### src/rtl/ppts_pkg.sv
// Package for the perspective projection unit: field widths, reset values,
// command and register codes, and the control struct of the multiply-accumulate unit.
// No dependencies; every other file imports it.
package ppts_pkg;

   // Default number of fraction bits of all fixed-point values.
   localparam int FRAC_BITS_DEF = 16;

   // Field widths fixed by the interface.
   localparam int WORD_W    = 32;
   localparam int PROD_W    = 2 * WORD_W;
   localparam int IDX_W     = 4;
   localparam int MAT_DEPTH = 16;
   localparam int DIM_W     = 16;
   localparam int CSR_IDX_W = 1;

   // Reset values of the screen size registers.
   localparam logic [DIM_W-1:0] WIDTH_RST  = 16'd1920;
   localparam logic [DIM_W-1:0] HEIGHT_RST = 16'd1080;

   // Signed 32-bit limits used for saturation.
   localparam logic signed [WORD_W-1:0] WORD_MAX = {1'b0, {(WORD_W-1){1'b1}}};
   localparam logic signed [WORD_W-1:0] WORD_MIN = {1'b1, {(WORD_W-1){1'b0}}};

   // Item commands.
   typedef enum logic {
      CMD_LOAD    = 1'b0,
      CMD_PROJECT = 1'b1
   } cmd_type;

   // Configuration register indexes.
   typedef enum logic [CSR_IDX_W-1:0] {
      CSR_WIDTH  = 1'b0,
      CSR_HEIGHT = 1'b1
   } csr_index_type;

   // Control of one multiply-accumulate step.
   typedef struct packed {
      logic issue;   // a step enters the unit
      logic first;   // first term of a row: clear the accumulator
      logic last;    // last term of a row: the row sum is complete
      logic word;    // add the matrix word itself instead of a product
   } mac_ctl_type;

endpackage

### src/rtl/ppts_mac.sv
// Shared multiply-accumulate unit: a registered 32x32 product stage followed by
// a floor shift and a wide accumulator. Depends on ppts_pkg.
module ppts_mac import ppts_pkg::*; #(
   parameter int FRAC_BITS = FRAC_BITS_DEF
) (
   input  logic                                 clock,
   input  logic                                 reset,
   input  mac_ctl_type                          ctl,
   input  logic signed [WORD_W-1:0]             coord,
   input  logic signed [WORD_W-1:0]             word,
   output logic                                 res_valid,
   output logic signed [PROD_W+1-FRAC_BITS:0]   acc
);

   localparam int ACC_W = PROD_W + 2 - FRAC_BITS;

   logic signed [PROD_W-1:0] mul_res;
   logic signed [PROD_W-1:0] prod_in;
   logic signed [PROD_W-1:0] prod_ff;
   logic                     v1_ff;
   logic                     first1_ff;
   logic                     last1_ff;
   logic signed [ACC_W-1:0]  term;
   logic signed [ACC_W-1:0]  acc_ff;
   logic                     res_valid_ff;

   // The product is exact; a matrix word is pre-shifted so the floor shift returns it unchanged.
   assign mul_res = coord * word;
   assign prod_in = ctl.word ? (PROD_W'(word) <<< FRAC_BITS) : mul_res;

   // Shift right by the fraction bits, rounding toward minus infinity.
   assign term = ACC_W'($signed(prod_ff[PROD_W-1:FRAC_BITS]));

   // Pipeline control.
   always_ff @(posedge clock) begin
      if (reset) begin
         v1_ff        <= 1'b0;
         first1_ff    <= 1'b0;
         last1_ff     <= 1'b0;
         res_valid_ff <= 1'b0;
      end else begin
         v1_ff        <= ctl.issue;
         first1_ff    <= ctl.first;
         last1_ff     <= ctl.last;
         res_valid_ff <= v1_ff & last1_ff;
      end
   end

   // Product register and accumulator.
   always_ff @(posedge clock) begin
      if (ctl.issue) begin
         prod_ff <= prod_in;
      end
      if (v1_ff) begin
         acc_ff <= (first1_ff ? '0 : acc_ff) + term;
      end
   end

   assign res_valid = res_valid_ff;
   assign acc       = acc_ff;

endmodule

### config.mk
export PLATFORM = sky130hd
export DESIGN_NAME = ppts_mac
export DESIGN_NICKNAME = d
export VERILOG_FILES = /design/src/rtl/ppts_pkg.sv /design/src/rtl/ppts_mac.sv
export SDC_FILE = /design/constraint.sdc
export NUM_CORES = 2
export LEC_CHECK = 0
export BUFFER_PORTS_ARGS = -buffer_cell sky130_fd_sc_hd__buf_4
export CORE_MARGIN = 2
export CORE_UTILIZATION = 40
export CTS_CLUSTER_DIAMETER = 150
export DETAILED_ROUTE_END_ITERATION = 10
export SLEW_MARGIN = 15
export SYNTH_ARGS = -nofsm -noshare
export SYNTH_HDL_FRONTEND = slang
export SYNTH_SLANG_ARGS = --single-unit
### constraint.sdc
create_clock -name clock -period 22.9 [get_ports clock]
set_clock_uncertainty 0.2 [all_clocks]
set_input_delay 0 -clock clock [delete_from_list [all_inputs] [get_ports clock]]
set_output_delay 0 -clock clock [all_outputs]
set_load 0.05 [all_outputs]
# After elaboration in Yosys (flattened, before gate mapping)
# Index checks and enable logic that the tools add are counted.
# classes
n_addsub	1
n_mul	1
n_mux	2
bitwise	1
# ops
cell	count
$mul A32 B32 Y64	1
$mux W64	1
$add A50 B50 Y50	1
$mux W50	1
$and A1 B1 Y1	1
# totals
register_bits	102
in_bits	70
output_inout_bits	51
wordCells	11

# Logic depth before layout (Yosys ltp)
# depth
ltp_word	2
mapped_depth	28

# Worst setup path after synthesis
# OpenSTA, ideal clock, no wires.
# synth_path
path_kind	input to register
start	input port coord[31]
end	register prod_ff[62], data pin
setup_time_ps	275
t_arrival_ps	7072
t_required_ps	22425
setup_slack_ps	15353
path_stages	28
path_buffers	1
cell_sequence	clkbuf_1 nand2_1 inv_1 fa_1 inv_1 fa_1 inv_1 fa_1 fa_1 inv_1 fa_1 inv_1 fa_1 inv_1 fa_1 inv_1 fa_1 ha_1 a21oi_1 o21bai_1 a21o_1 a21o_1 a21o_1 a21oi_1 inv_1 a21oi_1 mux2i_1 nand4_1
# synth_via
elab_chain_len	2
# synth_lines
element	line	rtl
start: declaration	ppts_mac.sv:9	input logic signed [WORD_W-1:0] coord,
$mul A32 B32 Y64	ppts_mac.sv:28	assign mul_res = coord * word;
$mux W64	ppts_mac.sv:29	assign prod_in = ctl.word ? (PROD_W'(word) <<< FRAC_BITS) : mul_res;
named net prod_in[62]	ppts_mac.sv:18	logic signed [PROD_W-1:0] prod_in;
end signal: assignment	ppts_mac.sv:52	prod_ff <= prod_in;
end: declaration	ppts_mac.sv:19	logic signed [PROD_W-1:0] prod_ff;
# The timed path passes the listed nets, and every way through them passes these cells.
# A chain may end at the register's enable or synchronous reset.

# Worst setup path after layout
# layout_path
start	input port coord[7]
end	register prod_ff[51], data pin
# The elaborated chain is that of the path after synthesis.

==> flow_metrics.py <==
metrics = {
    "run_status": {
        "outcome": "finished with violations",
        "violations": "hold timing",
    },
    "floorplan": {
        "coreArea_sq_um": 105000,
        "io_pins": 121,
        "die-area_sq_um": 108000,
        "initial_core_util": 0.402,
        "placementRows": 119,
        "die-height_um": 328,
        "die_w_um": 328,
    },
    "setup_path": {
        "reg2regPathDepth": 14,
        "worst-setup-path-type": "input port to flip-flop",
        "crit-reg2reg-launch": "first1_ff",
        "timing.critical_path.fanout_max": 32,
        "setup.reg_to_reg.worst_slack_ps": 18600,
        "arrival_ps": 8650,
        "endpoint_type_of_the_worst_setup_path": "flip-flop",
        "critPathLaunchType": "input port",
        "worst_ep_required_time_ps": 22780,
        "r2r_end": "acc[19]",
    },
    "cells_and_area": {
        "seqCellArea_sq_um": 3030,
        "nNetsFinal": 5731,
        "final_layout_size_suffix_gt1_frac": 0.0363,
        "multiInputGateArea_sq_um": 34600,
        "final_core_utilization": 0.423,
        "layout.filler_cells": 10400,
        "synthToLayoutAreaGrowth_pct": 5.19,
    },
    "synth": {
        "ys_ff_latch": 102,
        "synthesis.area_per_instance_sq_um": 9.49,
        "netlist_instances": 4436,
        "synth.yosys.warnings": 0,
        "synthDistinctLibCells": 67,
        "postSynth.asyncResetShare": 0,
        "yosys.cell_count.top_type": "sky130_fd_sc_hd__fa_1",
        "synth_top_area_cell": "sky130_fd_sc_hd__fa_1",
        "post_synth_main_area_contributors": "sky130_fd_sc_hd__fa_1 (51%), sky130_fd_sc_hd__inv_1 (8.7%), sky130_fd_sc_hd__and2_1 (7.6%)",
        "ys_top_cells_by_count": "sky130_fd_sc_hd__fa_1 (1082), sky130_fd_sc_hd__inv_1 (972), sky130_fd_sc_hd__nand2_1 (583)",
        "yosysSeqAreaShare": 0.0718,
        "yosys.area.top_type_share": 0.514,
        "synth_top_flop_cell": "sky130_fd_sc_hd__edfxtp_1",
        "synth_enable_flop_cells": 98,
        "syn-cell-area_sq_um": 42100,
        "post_synth_net_total": 5817,
    },
    "route": {
        "drt_first_iter_violations": 1632,
        "routed_via_density": 5.09,
        "route.detailed.drc": 0,
        "drtAntennaViolNets": 0,
        "drt-pass1-iter-count": 6,
        "via_count": 29300,
        "detail_route.wirelength_um": 112000,
        "wl_per_cell_um": 19.5,
    },
    "grt": {
        "grt_antenna_before_repair": 4,
        "groute.usage.overall": 0.220,
        "first_pass_grt_wire_length_um": 185000,
        "maximum_number_of_pins_on_one_net_before_global_route_repair": 87,
        "grt_pass1_vias": 33000,
        "globalRoute.totalOverflow": 0,
    },
    "worst_hold_path": {
        "worstHoldPathCells": 2,
        "worst_hold_startpoint": "ctl[3]",
        "worst_hold_path_ep": "v1_ff",
        "timing.hold.worst.class": "input port to flip-flop",
    },
    "cts": {
        "clkTransAtPathRegs_ps": 80,
        "clock_tree.buffer_depth": 2,
        "tritoncts_clock_tree": "built",
        "ctsResizeCount": 0,
        "cts.sinks": 102,
        "cts_buffers": 9,
        "cts_hold_buf": 3,
        "post-cts-setup-buffer-count": 0,
        "clock-root-buffer": "sky130_fd_sc_hd__clkbuf_16",
        "clock_latency_ps": 360,
        "htree_levels": 3,
    },
    "timing": {
        "timing.max_slew.rel_slack": 0.287,
        "transition_at_the_pin_with_the_smallest_max_transition_slack_ps": 1060,
        "final_layout_setup_total_negative_slack_ps": 0,
        "period_needed_ps": 8770,
        "rsz0062_at_grt": "no",
        "layout_worst_path_cycle_share": 0.383,
        "final_max_slew_viol_count": 0,
        "final_hold_violating_endpoints": 1,
        "achievable-frequency_mhz": 114,
        "worst_hold_slack_ps": -3.59,
        "finalSetupViolCount": 0,
    },
    "placement": {
        "globalplace.congestion": 0.925,
        "place.detailed.hpwl_um": 89000,
        "port_buffers": 120,
    },
    "job": {
        "maxCapViolCount": 0,
    },
}
[kinds of logic (layout without fill, tap and decap cells)]
kind of cell               Yosys count  in the layout  share of synthesized area
other                                0              1                          0
and+or+nand+nor                   1341           1341                      0.159
AOI/OAI and AO/OA                  377            377                     0.0575
DFF                                102            102                     0.0718
muxes                                3              3                   0.000743
buffers and inverters             1200           1119                      0.107
adders and majority gates         1311           1311                      0.582
xor gates and xnor gates           102            102                     0.0212
[metal layers]
layer  track usage  vias to the layer above  routed length (um)
li1              -                    13000                   -
met1         0.277                    15400               45600
met3        0.0213                      172                4360
met2         0.395                      696               57600
met5             0                        -                  16
met4        0.0692                        2                4380
[registers in the layout, indices dropped and copies added (netlist names)]
register,flops
acc,50
prod_ff,48
first1_ff,1
last1_ff,1
res_valid,1
v1_ff,1
[placed cells by master (no fill, tap or decap), drive strengths merged, types with 4 or more instances in the layout]
cell type / instances
ha: 229
nor2b: 56
nand2: 583
o21bai: 23
a21boi: 5
a221oi: 4
nor4: 4
o211ai: 9
buf: 127
fa: 1082
a31oi: 12
nor2: 85
o21a: 10
nand3: 28
xor2: 30
nand4: 26
and3: 10
a211oi: 16
a21oi: 97
inv: 976
dfxtp: 4
a21o: 58
o21ai: 100
nand2b: 16
nor3: 11
a2111o: 4
xnor2: 72
clkbuf: 9
edfxtp: 98
o31ai: 9
and2: 511
[cell type report]
type | instances | share of cell area
inverter | 973 | 0.0825
sequential | 102 | 0.0683
tap | 1391 | 0.0393
clock buffer | 9 | 0.00508
timing repair buffer | 130 | 0.0222
multi-input combinational | 3134 | 0.781
clock inverter | 7 | 0.00195
antenna | 1 | 0.0000565
[worst max-delay path, stage by stage]
cell,delay (ps)
sky130_fd_sc_hd__buf_4,380
sky130_fd_sc_hd__nand2_1,150
sky130_fd_sc_hd__fa_1,550
sky130_fd_sc_hd__inv_1,50
sky130_fd_sc_hd__fa_1,490
sky130_fd_sc_hd__inv_1,50
sky130_fd_sc_hd__fa_1,500
sky130_fd_sc_hd__inv_1,50
sky130_fd_sc_hd__fa_1,450
sky130_fd_sc_hd__ha_1,290
sky130_fd_sc_hd__ha_1,270
sky130_fd_sc_hd__inv_1,50
sky130_fd_sc_hd__fa_1,490
sky130_fd_sc_hd__inv_1,50
sky130_fd_sc_hd__fa_1,450
sky130_fd_sc_hd__ha_1,330
sky130_fd_sc_hd__nand4_1,110
sky130_fd_sc_hd__nor3_1,680
sky130_fd_sc_hd__a221oi_1,220
sky130_fd_sc_hd__buf_4,210
sky130_fd_sc_hd__o31ai_1,870
sky130_fd_sc_hd__a31oi_1,400
sky130_fd_sc_hd__o31ai_1,720
sky130_fd_sc_hd__a221oi_1,280
sky130_fd_sc_hd__o21ai_1,290
sky130_fd_sc_hd__xnor2_1,140
sky130_fd_sc_hd__o21ai_0,80
[worst max-delay path by stage]
stage               cells after the start          end       from
floorplan                              28  prod_ff[62]  coord[31]
CTS                                    27  prod_ff[51]   coord[7]
global placement                       27  prod_ff[51]   coord[8]
finish                                 27  prod_ff[51]   coord[7]
global route                           27  prod_ff[51]   coord[8]
detailed placement                     27  prod_ff[51]   coord[8]
[metrics by stage]
stage	worst slack (ps)	cells	hold slack, ps	area [sq um]
after floorplan	15350	4436	-128	42100
after global placement	14210	5727	-15.6	43900
after detailed placement	14130	5727	-14.4	43900
after CTS	14470	5746	6.19	44300
after global routing	14000	5746	25.4	44300
final	14130	5747	-3.59	44300
Power is not shown: default switching activity piles up to over one toggle a cycle in this logic, so the estimate is an artifact.
