### src/rtl/ppts_pkg.sv
// Package for the perspective projection unit: field widths, reset values,
// command and register codes, and the control struct of the multiply-accumulate unit.
// No dependencies; every other file imports it.
package ppts_pkg;

   // Default number of fraction bits of all fixed-point values.
   localparam int FRAC_BITS_DEF = 16;

   // Field widths fixed by the interface.
   localparam int WORD_W    = 32;
   localparam int PROD_W    = 2 * WORD_W;
   localparam int IDX_W     = 4;
   localparam int MAT_DEPTH = 16;
   localparam int DIM_W     = 16;
   localparam int CSR_IDX_W = 1;

   // Reset values of the screen size registers.
   localparam logic [DIM_W-1:0] WIDTH_RST  = 16'd1920;
   localparam logic [DIM_W-1:0] HEIGHT_RST = 16'd1080;

   // Signed 32-bit limits used for saturation.
   localparam logic signed [WORD_W-1:0] WORD_MAX = {1'b0, {(WORD_W-1){1'b1}}};
   localparam logic signed [WORD_W-1:0] WORD_MIN = {1'b1, {(WORD_W-1){1'b0}}};

   // Item commands.
   typedef enum logic {
      CMD_LOAD    = 1'b0,
      CMD_PROJECT = 1'b1
   } cmd_type;

   // Configuration register indexes.
   typedef enum logic [CSR_IDX_W-1:0] {
      CSR_WIDTH  = 1'b0,
      CSR_HEIGHT = 1'b1
   } csr_index_type;

   // Control of one multiply-accumulate step.
   typedef struct packed {
      logic issue;   // a step enters the unit
      logic first;   // first term of a row: clear the accumulator
      logic last;    // last term of a row: the row sum is complete
      logic word;    // add the matrix word itself instead of a product
   } mac_ctl_type;

endpackage

### src/rtl/ppts_div.sv
// Iterative signed fixed-point divider: two restoring quotient bits a cycle,
// truncation toward zero and saturation to 32 bits. Depends on ppts_pkg.
module ppts_div import ppts_pkg::*; #(
   parameter int FRAC_BITS = FRAC_BITS_DEF
) (
   input  logic                                 clock,
   input  logic                                 reset,
   input  logic                                 start,
   input  logic signed [PROD_W+1-FRAC_BITS:0]   num,
   input  logic signed [PROD_W+1-FRAC_BITS:0]   den,
   output logic                                 done,
   output logic signed [WORD_W-1:0]             quot
);

   localparam int ACC_W    = PROD_W + 2 - FRAC_BITS;
   localparam int DIV_W    = ACC_W + FRAC_BITS;
   localparam int LO_W     = WORD_W;
   localparam int TOP_W    = DIV_W - LO_W;
   localparam int STEPS    = LO_W / 2;
   localparam int CNT_W    = $clog2(STEPS);
   localparam logic [CNT_W-1:0] LAST_CNT = CNT_W'(STEPS - 1);

   typedef enum logic {
      D_IDLE,
      D_RUN
   } div_state_type;

   div_state_type            state_ff;
   logic [ACC_W-1:0]         mag;
   logic [DIV_W-1:0]         dividend;
   logic [TOP_W-1:0]         top;
   logic                     ovf;
   logic [ACC_W-1:0]         rem_ff;
   logic [ACC_W-1:0]         den_ff;
   logic [LO_W-1:0]          lo_ff;
   logic [LO_W-1:0]          q_ff;
   logic [CNT_W-1:0]         cnt_ff;
   logic                     neg_ff;
   logic                     ovf_ff;
   logic                     done_ff;
   logic signed [WORD_W-1:0] quot_ff;
   logic [ACC_W-1:0]         r1;
   logic [ACC_W-1:0]         s1;
   logic [ACC_W-1:0]         r2;
   logic [ACC_W-1:0]         s2;
   logic                     ge1;
   logic                     ge2;
   logic [LO_W-1:0]          q_step;
   logic                     sat;
   logic signed [WORD_W-1:0] quot_res;

   // The dividend is the magnitude scaled by the fraction bits. Its part above the
   // quotient bits must be below the divisor, otherwise the quotient overflows.
   assign mag      = num[ACC_W-1] ? ACC_W'(-num) : ACC_W'(num);
   assign dividend = {mag, {FRAC_BITS{1'b0}}};
   assign top      = dividend[DIV_W-1:LO_W];
   assign ovf      = ACC_W'(top) >= ACC_W'(den);

   // Two restoring steps per cycle.
   always_comb begin
      r1     = {rem_ff[ACC_W-2:0], lo_ff[LO_W-1]};
      ge1    = r1 >= den_ff;
      s1     = ge1 ? r1 - den_ff : r1;
      r2     = {s1[ACC_W-2:0], lo_ff[LO_W-2]};
      ge2    = r2 >= den_ff;
      s2     = ge2 ? r2 - den_ff : r2;
      q_step = {q_ff[LO_W-3:0], ge1, ge2};
      sat    = ovf_ff | q_step[LO_W-1];
      if (sat) begin
         quot_res = neg_ff ? WORD_MIN : WORD_MAX;
      end else if (neg_ff) begin
         quot_res = -$signed(q_step);
      end else begin
         quot_res = $signed(q_step);
      end
   end

   // Sequencer with registered result.
   always_ff @(posedge clock) begin
      if (reset) begin
         state_ff <= D_IDLE;
         done_ff  <= 1'b0;
      end else begin
         done_ff <= 1'b0;
         unique case (state_ff)
            D_IDLE: begin
               if (start) begin
                  rem_ff   <= ACC_W'(top);
                  lo_ff    <= dividend[LO_W-1:0];
                  den_ff   <= ACC_W'(den);
                  neg_ff   <= num[ACC_W-1];
                  ovf_ff   <= ovf;
                  q_ff     <= '0;
                  cnt_ff   <= '0;
                  state_ff <= D_RUN;
               end
            end
            D_RUN: begin
               rem_ff <= s2;
               lo_ff  <= {lo_ff[LO_W-3:0], 2'b00};
               q_ff   <= q_step;
               cnt_ff <= cnt_ff + 1'b1;
               if (cnt_ff == LAST_CNT) begin
                  quot_ff  <= quot_res;
                  done_ff  <= 1'b1;
                  state_ff <= D_IDLE;
               end
            end
            default: begin
               state_ff <= D_IDLE;
            end
         endcase
      end
   end

   assign done = done_ff;
   assign quot = quot_ff;

endmodule

### config.mk
export PLATFORM = sky130hd
export DESIGN_NAME = ppts_div
export DESIGN_NICKNAME = d
export VERILOG_FILES = /design/src/rtl/ppts_pkg.sv /design/src/rtl/ppts_div.sv
export SDC_FILE = /design/constraint.sdc
export NUM_CORES = 1
export LEC_CHECK = 0
export CORE_MARGIN = 4
export CORE_UTILIZATION = 25
export CTS_CLUSTER_SIZE = 30
export DETAILED_ROUTE_END_ITERATION = 8
export DONT_BUFFER_PORTS = 1
export PLACE_DENSITY = 0.42
export REMOVE_ABC_BUFFERS = 1
export SYNTH_ARGS = -nofsm -noshare
export SYNTH_HDL_FRONTEND = slang
export SYNTH_SLANG_ARGS = --single-unit
### constraint.sdc
create_clock -name clock -period 9.2 [get_ports clock]
set_input_delay 1.84 -clock clock [delete_from_list [all_inputs] [get_ports clock]]
set_output_delay 1.84 -clock clock [all_outputs]
set_load 0.05 [all_outputs]
== After elaboration in Yosys (flattened, before gate mapping) ==
Cells that the tools add are included.
W data, S select, Z words.

* Add/subtract/negate cells: 5
* $lt $le $gt $ge: 3
* Equal/unequal tests: 2
* Multiplexer cells: 18
* Bitwise logic cells: 3
* Reductions and logical operators: 4

{| class="wikitable"
|+ Operator list
! operator !! number
|-
| $mux W49 || 3
|-
| $mux W32 || 4
|-
| $ge A50 B50 Y1 || 2
|-
| $pmux W49 S2 || 1
|-
| $sub A49 B49 Y49 || 2
|-
| $pmux W32 S2 || 1
|-
| $pmux W30 S2 || 1
|-
| $ge A34 B50 Y1 || 1
|-
| $mux W50 || 1
|-
| $neg A50 Y50 || 1
|-
| $neg A32 Y32 || 1
|-
| $mux W30 || 1
|-
| $pmux W4 S2 || 1
|-
| $reduce_and A3 Y1 || 2
|-
| $add A4 B1 Y4 const B || 1
|-
| $eq A4 B4 Y1 const B || 1
|-
| $mux W4 || 1
|-
| $mux W1 || 3
|-
| $ne A2 B2 Y1 const B || 1
|-
| $not A1 Y1 || 2
|-
| $pmux W1 S2 || 1
|-
| $reduce_and A2 Y1 || 1
|-
| $reduce_or A2 Y1 || 1
|-
| $or A1 B1 Y1 || 1
|}

* Flip-flop bits (word level): 201
* Bits of input ports: 103
* Output and inout port bits: 33
* Logic and storage cells: 45

== Logic depth before layout (Yosys ltp) ==
* Depth in word-level cells: 6
* Mapped depth: 35

== Least setup slack after synthesis ==
OpenSTA, ideal clock, no wires.

* Path type: reg2reg
* Start: register lo_ff[31]
* End: register quot_ff[22], in the netlist quot[22], data pin
* Data arrival time: 6.351 ns
* Data required time: 8.942 ns
* Setup slack: 2.590 ns
* Stages on the path, launching flop included: 36
* Path buffers: 6
* Period minus slack after synthesis: 6.610 ns
* Path through: edfxtp_1 > inv_1 > ha_1 > inv_1 > fa_1 > a21oi_1 > o2bb2ai_1 > o211ai_1 > nand2_1 > o31a_1 > a21o_1 > buf_4 > inv_2 > buf_2 > buf_2 > nor2_1 > nor2_1 > ha_1 > and3_1 > clkbuf_1 > a211oi_1 > o21ai_1 > nor3b_2 > o211ai_1 > a221o_1 > inv_2 > buf_2 > clkbuf_1 > ha_1 > nand2_1 > or3_4 > nor2_1 > nand3_1 > o31ai_2 > nand2_1 > xnor2_1

* Longest elaborated chain between the ends: 6
* Elaborated cells between the ends (all ways): 7
* Those cells by class: 2 x add/sub; 2 x order compare; 3 x mux

{| class="wikitable"
|+ Ends and longest elaborated chain
! what !! line !! source
|-
| start: declaration || ppts_div.sv:35 || <nowiki>logic [LO_W-1:0] lo_ff;</nowiki>
|-
| start signal: assignment || ppts_div.sv:89 || <nowiki>lo_ff <= dividend[LO_W-1:0];</nowiki>
|-
| start signal: assignment || ppts_div.sv:100 || <nowiki>lo_ff <= {lo_ff[LO_W-3:0], 2'b00};</nowiki>
|-
| $sub A49 B49 Y49 or $ge A50 B50 Y1 (tied branches) || ppts_div.sv:63, ppts_div.sv:62 ||
|-
| $mux W49 || ppts_div.sv:63 || <nowiki>s1 = ge1 ? r1 - den_ff : r1;</nowiki>
|-
| $ge A50 B50 Y1 || ppts_div.sv:65 || <nowiki>ge2 = r2 >= den_ff;</nowiki>
|-
| $neg A32 Y32 (*) || ppts_div.sv:72 || <nowiki>quot_res = -$signed(q_step);</nowiki>
|-
| $mux W32 (*) || ppts_div.sv:71 || <nowiki>end else if (neg_ff) begin</nowiki>
|-
| $mux W32 (*) || ppts_div.sv:69 || <nowiki>if (sat) begin</nowiki>
|-
| net quot_res[22] || ppts_div.sv:50 || <nowiki>logic signed [WORD_W-1:0] quot_res;</nowiki>
|-
| end signal: assignment || ppts_div.sv:104 || <nowiki>quot_ff <= quot_res;</nowiki>
|-
| end: declaration || ppts_div.sv:41 || <nowiki>logic signed [WORD_W-1:0] quot_ff;</nowiki>
|}

The timed path passes the listed nets; every way through them passes the cells marked *.
A chain may end at the register's enable or synchronous reset.

== Worst setup path after layout ==
Ends and elaborated chain as after synthesis.

==> results.cfg <==
[outcome]
outcome = finished clean

[final_layout]
n_fill_cell = 6878
antenna_cells_inserted = 0
drive_above_1_share_pct = 4.62
finalNetCount = 2092
final_core_utilization_pct = 27.6
areaGrowthSynthToFinish_pct = 8.64
final_area_um2 = 17600
layout.cells.most_common = nor2_1
register_area_um2 = 5540
mostFrequentLayoutCells = 191 x nor2_1, 187 x a21oi_1, 184 x nand2_1
area_of_the_multi_input_gates_um2 = 9810

[clock_tree]
tritoncts_clock_tree = built
clk_pin_slew_worst_paths_ns = 0.09
cts.repair_timing.setup_buffer_count = 0
holdBufCountCts = 0
insertion_delay_ns = 0.51
cts.sink_count = 185
ctsLongestPathBuffers = 2
cts_made_buffers = 17
clock_tree.htree_level_count = 4
clock-root-buffer = clkbuf_16
cts.repair.resized = 0

[power]
max-vdd-ir-drop_uv = 165
leakagePower_nw = 6.68
power-per-cell-area_nw_per_um2 = 188

[critical_path]
reg2reg_from = lo_ff[31]$_DFFE_PP_
timing.reg2reg.worst_path_depth = 28
critical_path.max_stage_delay_ns = 0.55
crit_path_end = quot[22]$_DFFE_PP_
worst-endpoint-arrival_ns = 7.78
critPathLaunch = lo_ff[31]$_DFFE_PP_
cp.required_ns = 9.47
path_class = reg2reg
path_depth = 28
register_to_register_setup_slack_ns = 1.68
cp_top_family = compound AO/OA/AOI/OAI gates
setup.worst_path.end_class = flop
timing.critical_path.from_type = flop
cp_slowest_cell = inv_2
crit_path_max_fanout = 32
critical_path.n_buffers_inverters = 4
worst_r2r_endpoint = quot[22]$_DFFE_PP_

[sta]
timing.final.crit_period_ns = 7.52
final_hold_viol_count = 0
slew-limit-headroom_pct = 35.7
worstMarginPinSlew_ns = 0.962
fmaxAchievable_mhz = 133
final.setup.worst_slack_ns = 1.68
grt_setup_unrepaired = no
final_max_slew_viol_count = 0
final.setup_skew_ns = 0.0193
period_share_pct = 81.7
fin_setup_tns_ns = 0
setup_violations = 0

[placement]
dpl-instance-area_um2 = 17000
placement.setup.worst_slack_ns = 1.76
placement.io_buffers = 0
detailedPlacementHpwl_um = 43400
gp_congestion = 0.885

[detailed_routing]
dr.first_iter.drc_count = 936
via_count = 14000
drt_pre_antenna_iters = 5
route.detailed.wl_per_inst_um = 20.5
route.layer.met1.wl_um = 24800
ant_nets = 0
drc = 0
top_signal_layer_used = met4
viasPerCell = 5.17
route.met3.wl_um = 2820
route.met2.wl_um = 26900
wirelength_um = 55500

[synth]
syn_avg_cell_area_um2 = 8.49
synth_area_um2 = 16200
synth_edf_count = 183
yosysWarnings = 0
syn_inst = 1903
synth_top_area_share_pct = 34.0
synth_ff_type = edfxtp_1
netlist.top_cell.by_area = edfxtp_1
async_flop_share_pct = 0
synth_seq_cells = 185
largest_cells_by_area_after_synthesis = edfxtp_1 34%, ha_1 11%, a21oi_1 5.8%, xnor2_1 4.7%, nor2_1 4.5%
yosys.cell_types.count = 91
synth-seq-area-share_pct = 34.3

[global_route]
grt_overflow_total = 0
grt_antenna_before_repair = 0
groute.usage.overall_pct = 15.9
grt_start_max_net_pins = 73
grt_pass1_wl_um = 85300
grt_pass1_vias = 13900

[floorplan]
io_pins = 136
core_area_um2 = 63500
start_util_pct = 25.4
fp-row-count = 92
die_h_um = 262
die_area_um2 = 68800
die_width_um = 262

[worst_hold_path]
timing.hold.worst.class = reg2reg

[job]
timing.max_cap.violations = 0
==> kinds of logic after synthesis <==
kind of cell / count (synthesis) / share of synthesized area, %
and+or+nand+nor: 656 / 19.9
AOI/OAI and AO/OA: 567 / 21.7
buffers and inverters: 207 / 5.11
DFF: 185 / 34.3
xor gates and xnor gates: 139 / 7.53
adders and majority gates: 139 / 10.9
muxes: 10 / 0.650
==> cells in the mapped netlist, drive strengths merged (14+ instances only) <==
library cell    n
nand2b         21
inv           121
clkbuf         62
nor2          195
a31oi          33
o21bai         14
o21ai         138
buf            23
nor3           33
o21a           21
nand3          40
xor2           53
and2           39
ha            137
xnor2          86
nand2         186
nand4          37
a21o           50
a21oi         187
or3            16
nor4           18
edfxtp        183
o31ai          22
==> tightest hold or removal path: stages, from the launching register on <==
cell and delay (ns):
edfxtp_1 0.32, nand2_1 0.04, o21ai_0 0.05
==> sequential cells by signal (all words and copies together), names as in the netlist <==
signal,count
rem_ff,49
q_ff,30
neg_ff,1
state_ff,1
quot,32
done,1
ovf_ff,1
den_ff,50
lo_ff,16
cnt_ff,4
==> worst min-delay path by stage <==
stage / to / cells after the start / startpoint
CTS: lo_ff[19]$_DFFE_PP_ / 2 / lo_ff[17]$_SDFFCE_PP0P_
global route: lo_ff[29]$_DFFE_PP_ / 2 / lo_ff[27]$_DFFE_PP_
detailed placement: lo_ff[30]$_DFFE_PP_ / 2 / lo_ff[28]$_DFFE_PP_
floorplan: lo_ff[18]$_DFFE_PP_ / 2 / lo_ff[16]$_SDFFCE_PP0P_
global placement: lo_ff[19]$_DFFE_PP_ / 2 / lo_ff[17]$_SDFFCE_PP0P_
finish: lo_ff[19]$_DFFE_PP_ / 2 / lo_ff[17]$_SDFFCE_PP0P_
==> layer usage <==
layer | GRT usage [%] | vias up
met5 | 0 | -
met4 | 4.47 | 0
met3 | 3.69 | 50
met2 | 27.0 | 299
met1 | 20.2 | 6818
li1 | - | 6845
==> through the flow <==
stage | cells | hold slack [ns] | power (mW)
2_1_floorplan | 1817 | 0.500 | 2.13
3_3_place_gp | 2677 | 0.510 | 2.54
3_5_place_dp | 2677 | 0.517 | 2.53
4_1_cts | 2709 | 0.533 | 3.33
5_1_grt | 2709 | 0.553 | 3.54
6_report | 2709 | 0.530 | 3.30
==> area by class of cell <==
type | instances | area share, %
Clock buffer | 18 | 2.44
Clock inverter | 14 | 0.884
Tap cell | 846 | 6.03
Timing Repair Buffer | 14 | 0.599
Inverter | 121 | 2.59
Sequential cell | 185 | 31.6
Multi-Input combinational cell | 1511 | 55.9
==> power breakdown <==
| part | internal, mW | leakage (nW) | switching (mW) |
|---|---|---|---|
| sequential | 1.00 | 1.74 | 0.0412 |
| combinational | 0.542 | 4.65 | 0.944 |
| clock | 0.364 | 0.286 | 0.405 |
| total | 1.91 | 6.68 | 1.39 |
(Power assumes the default switching activity.)
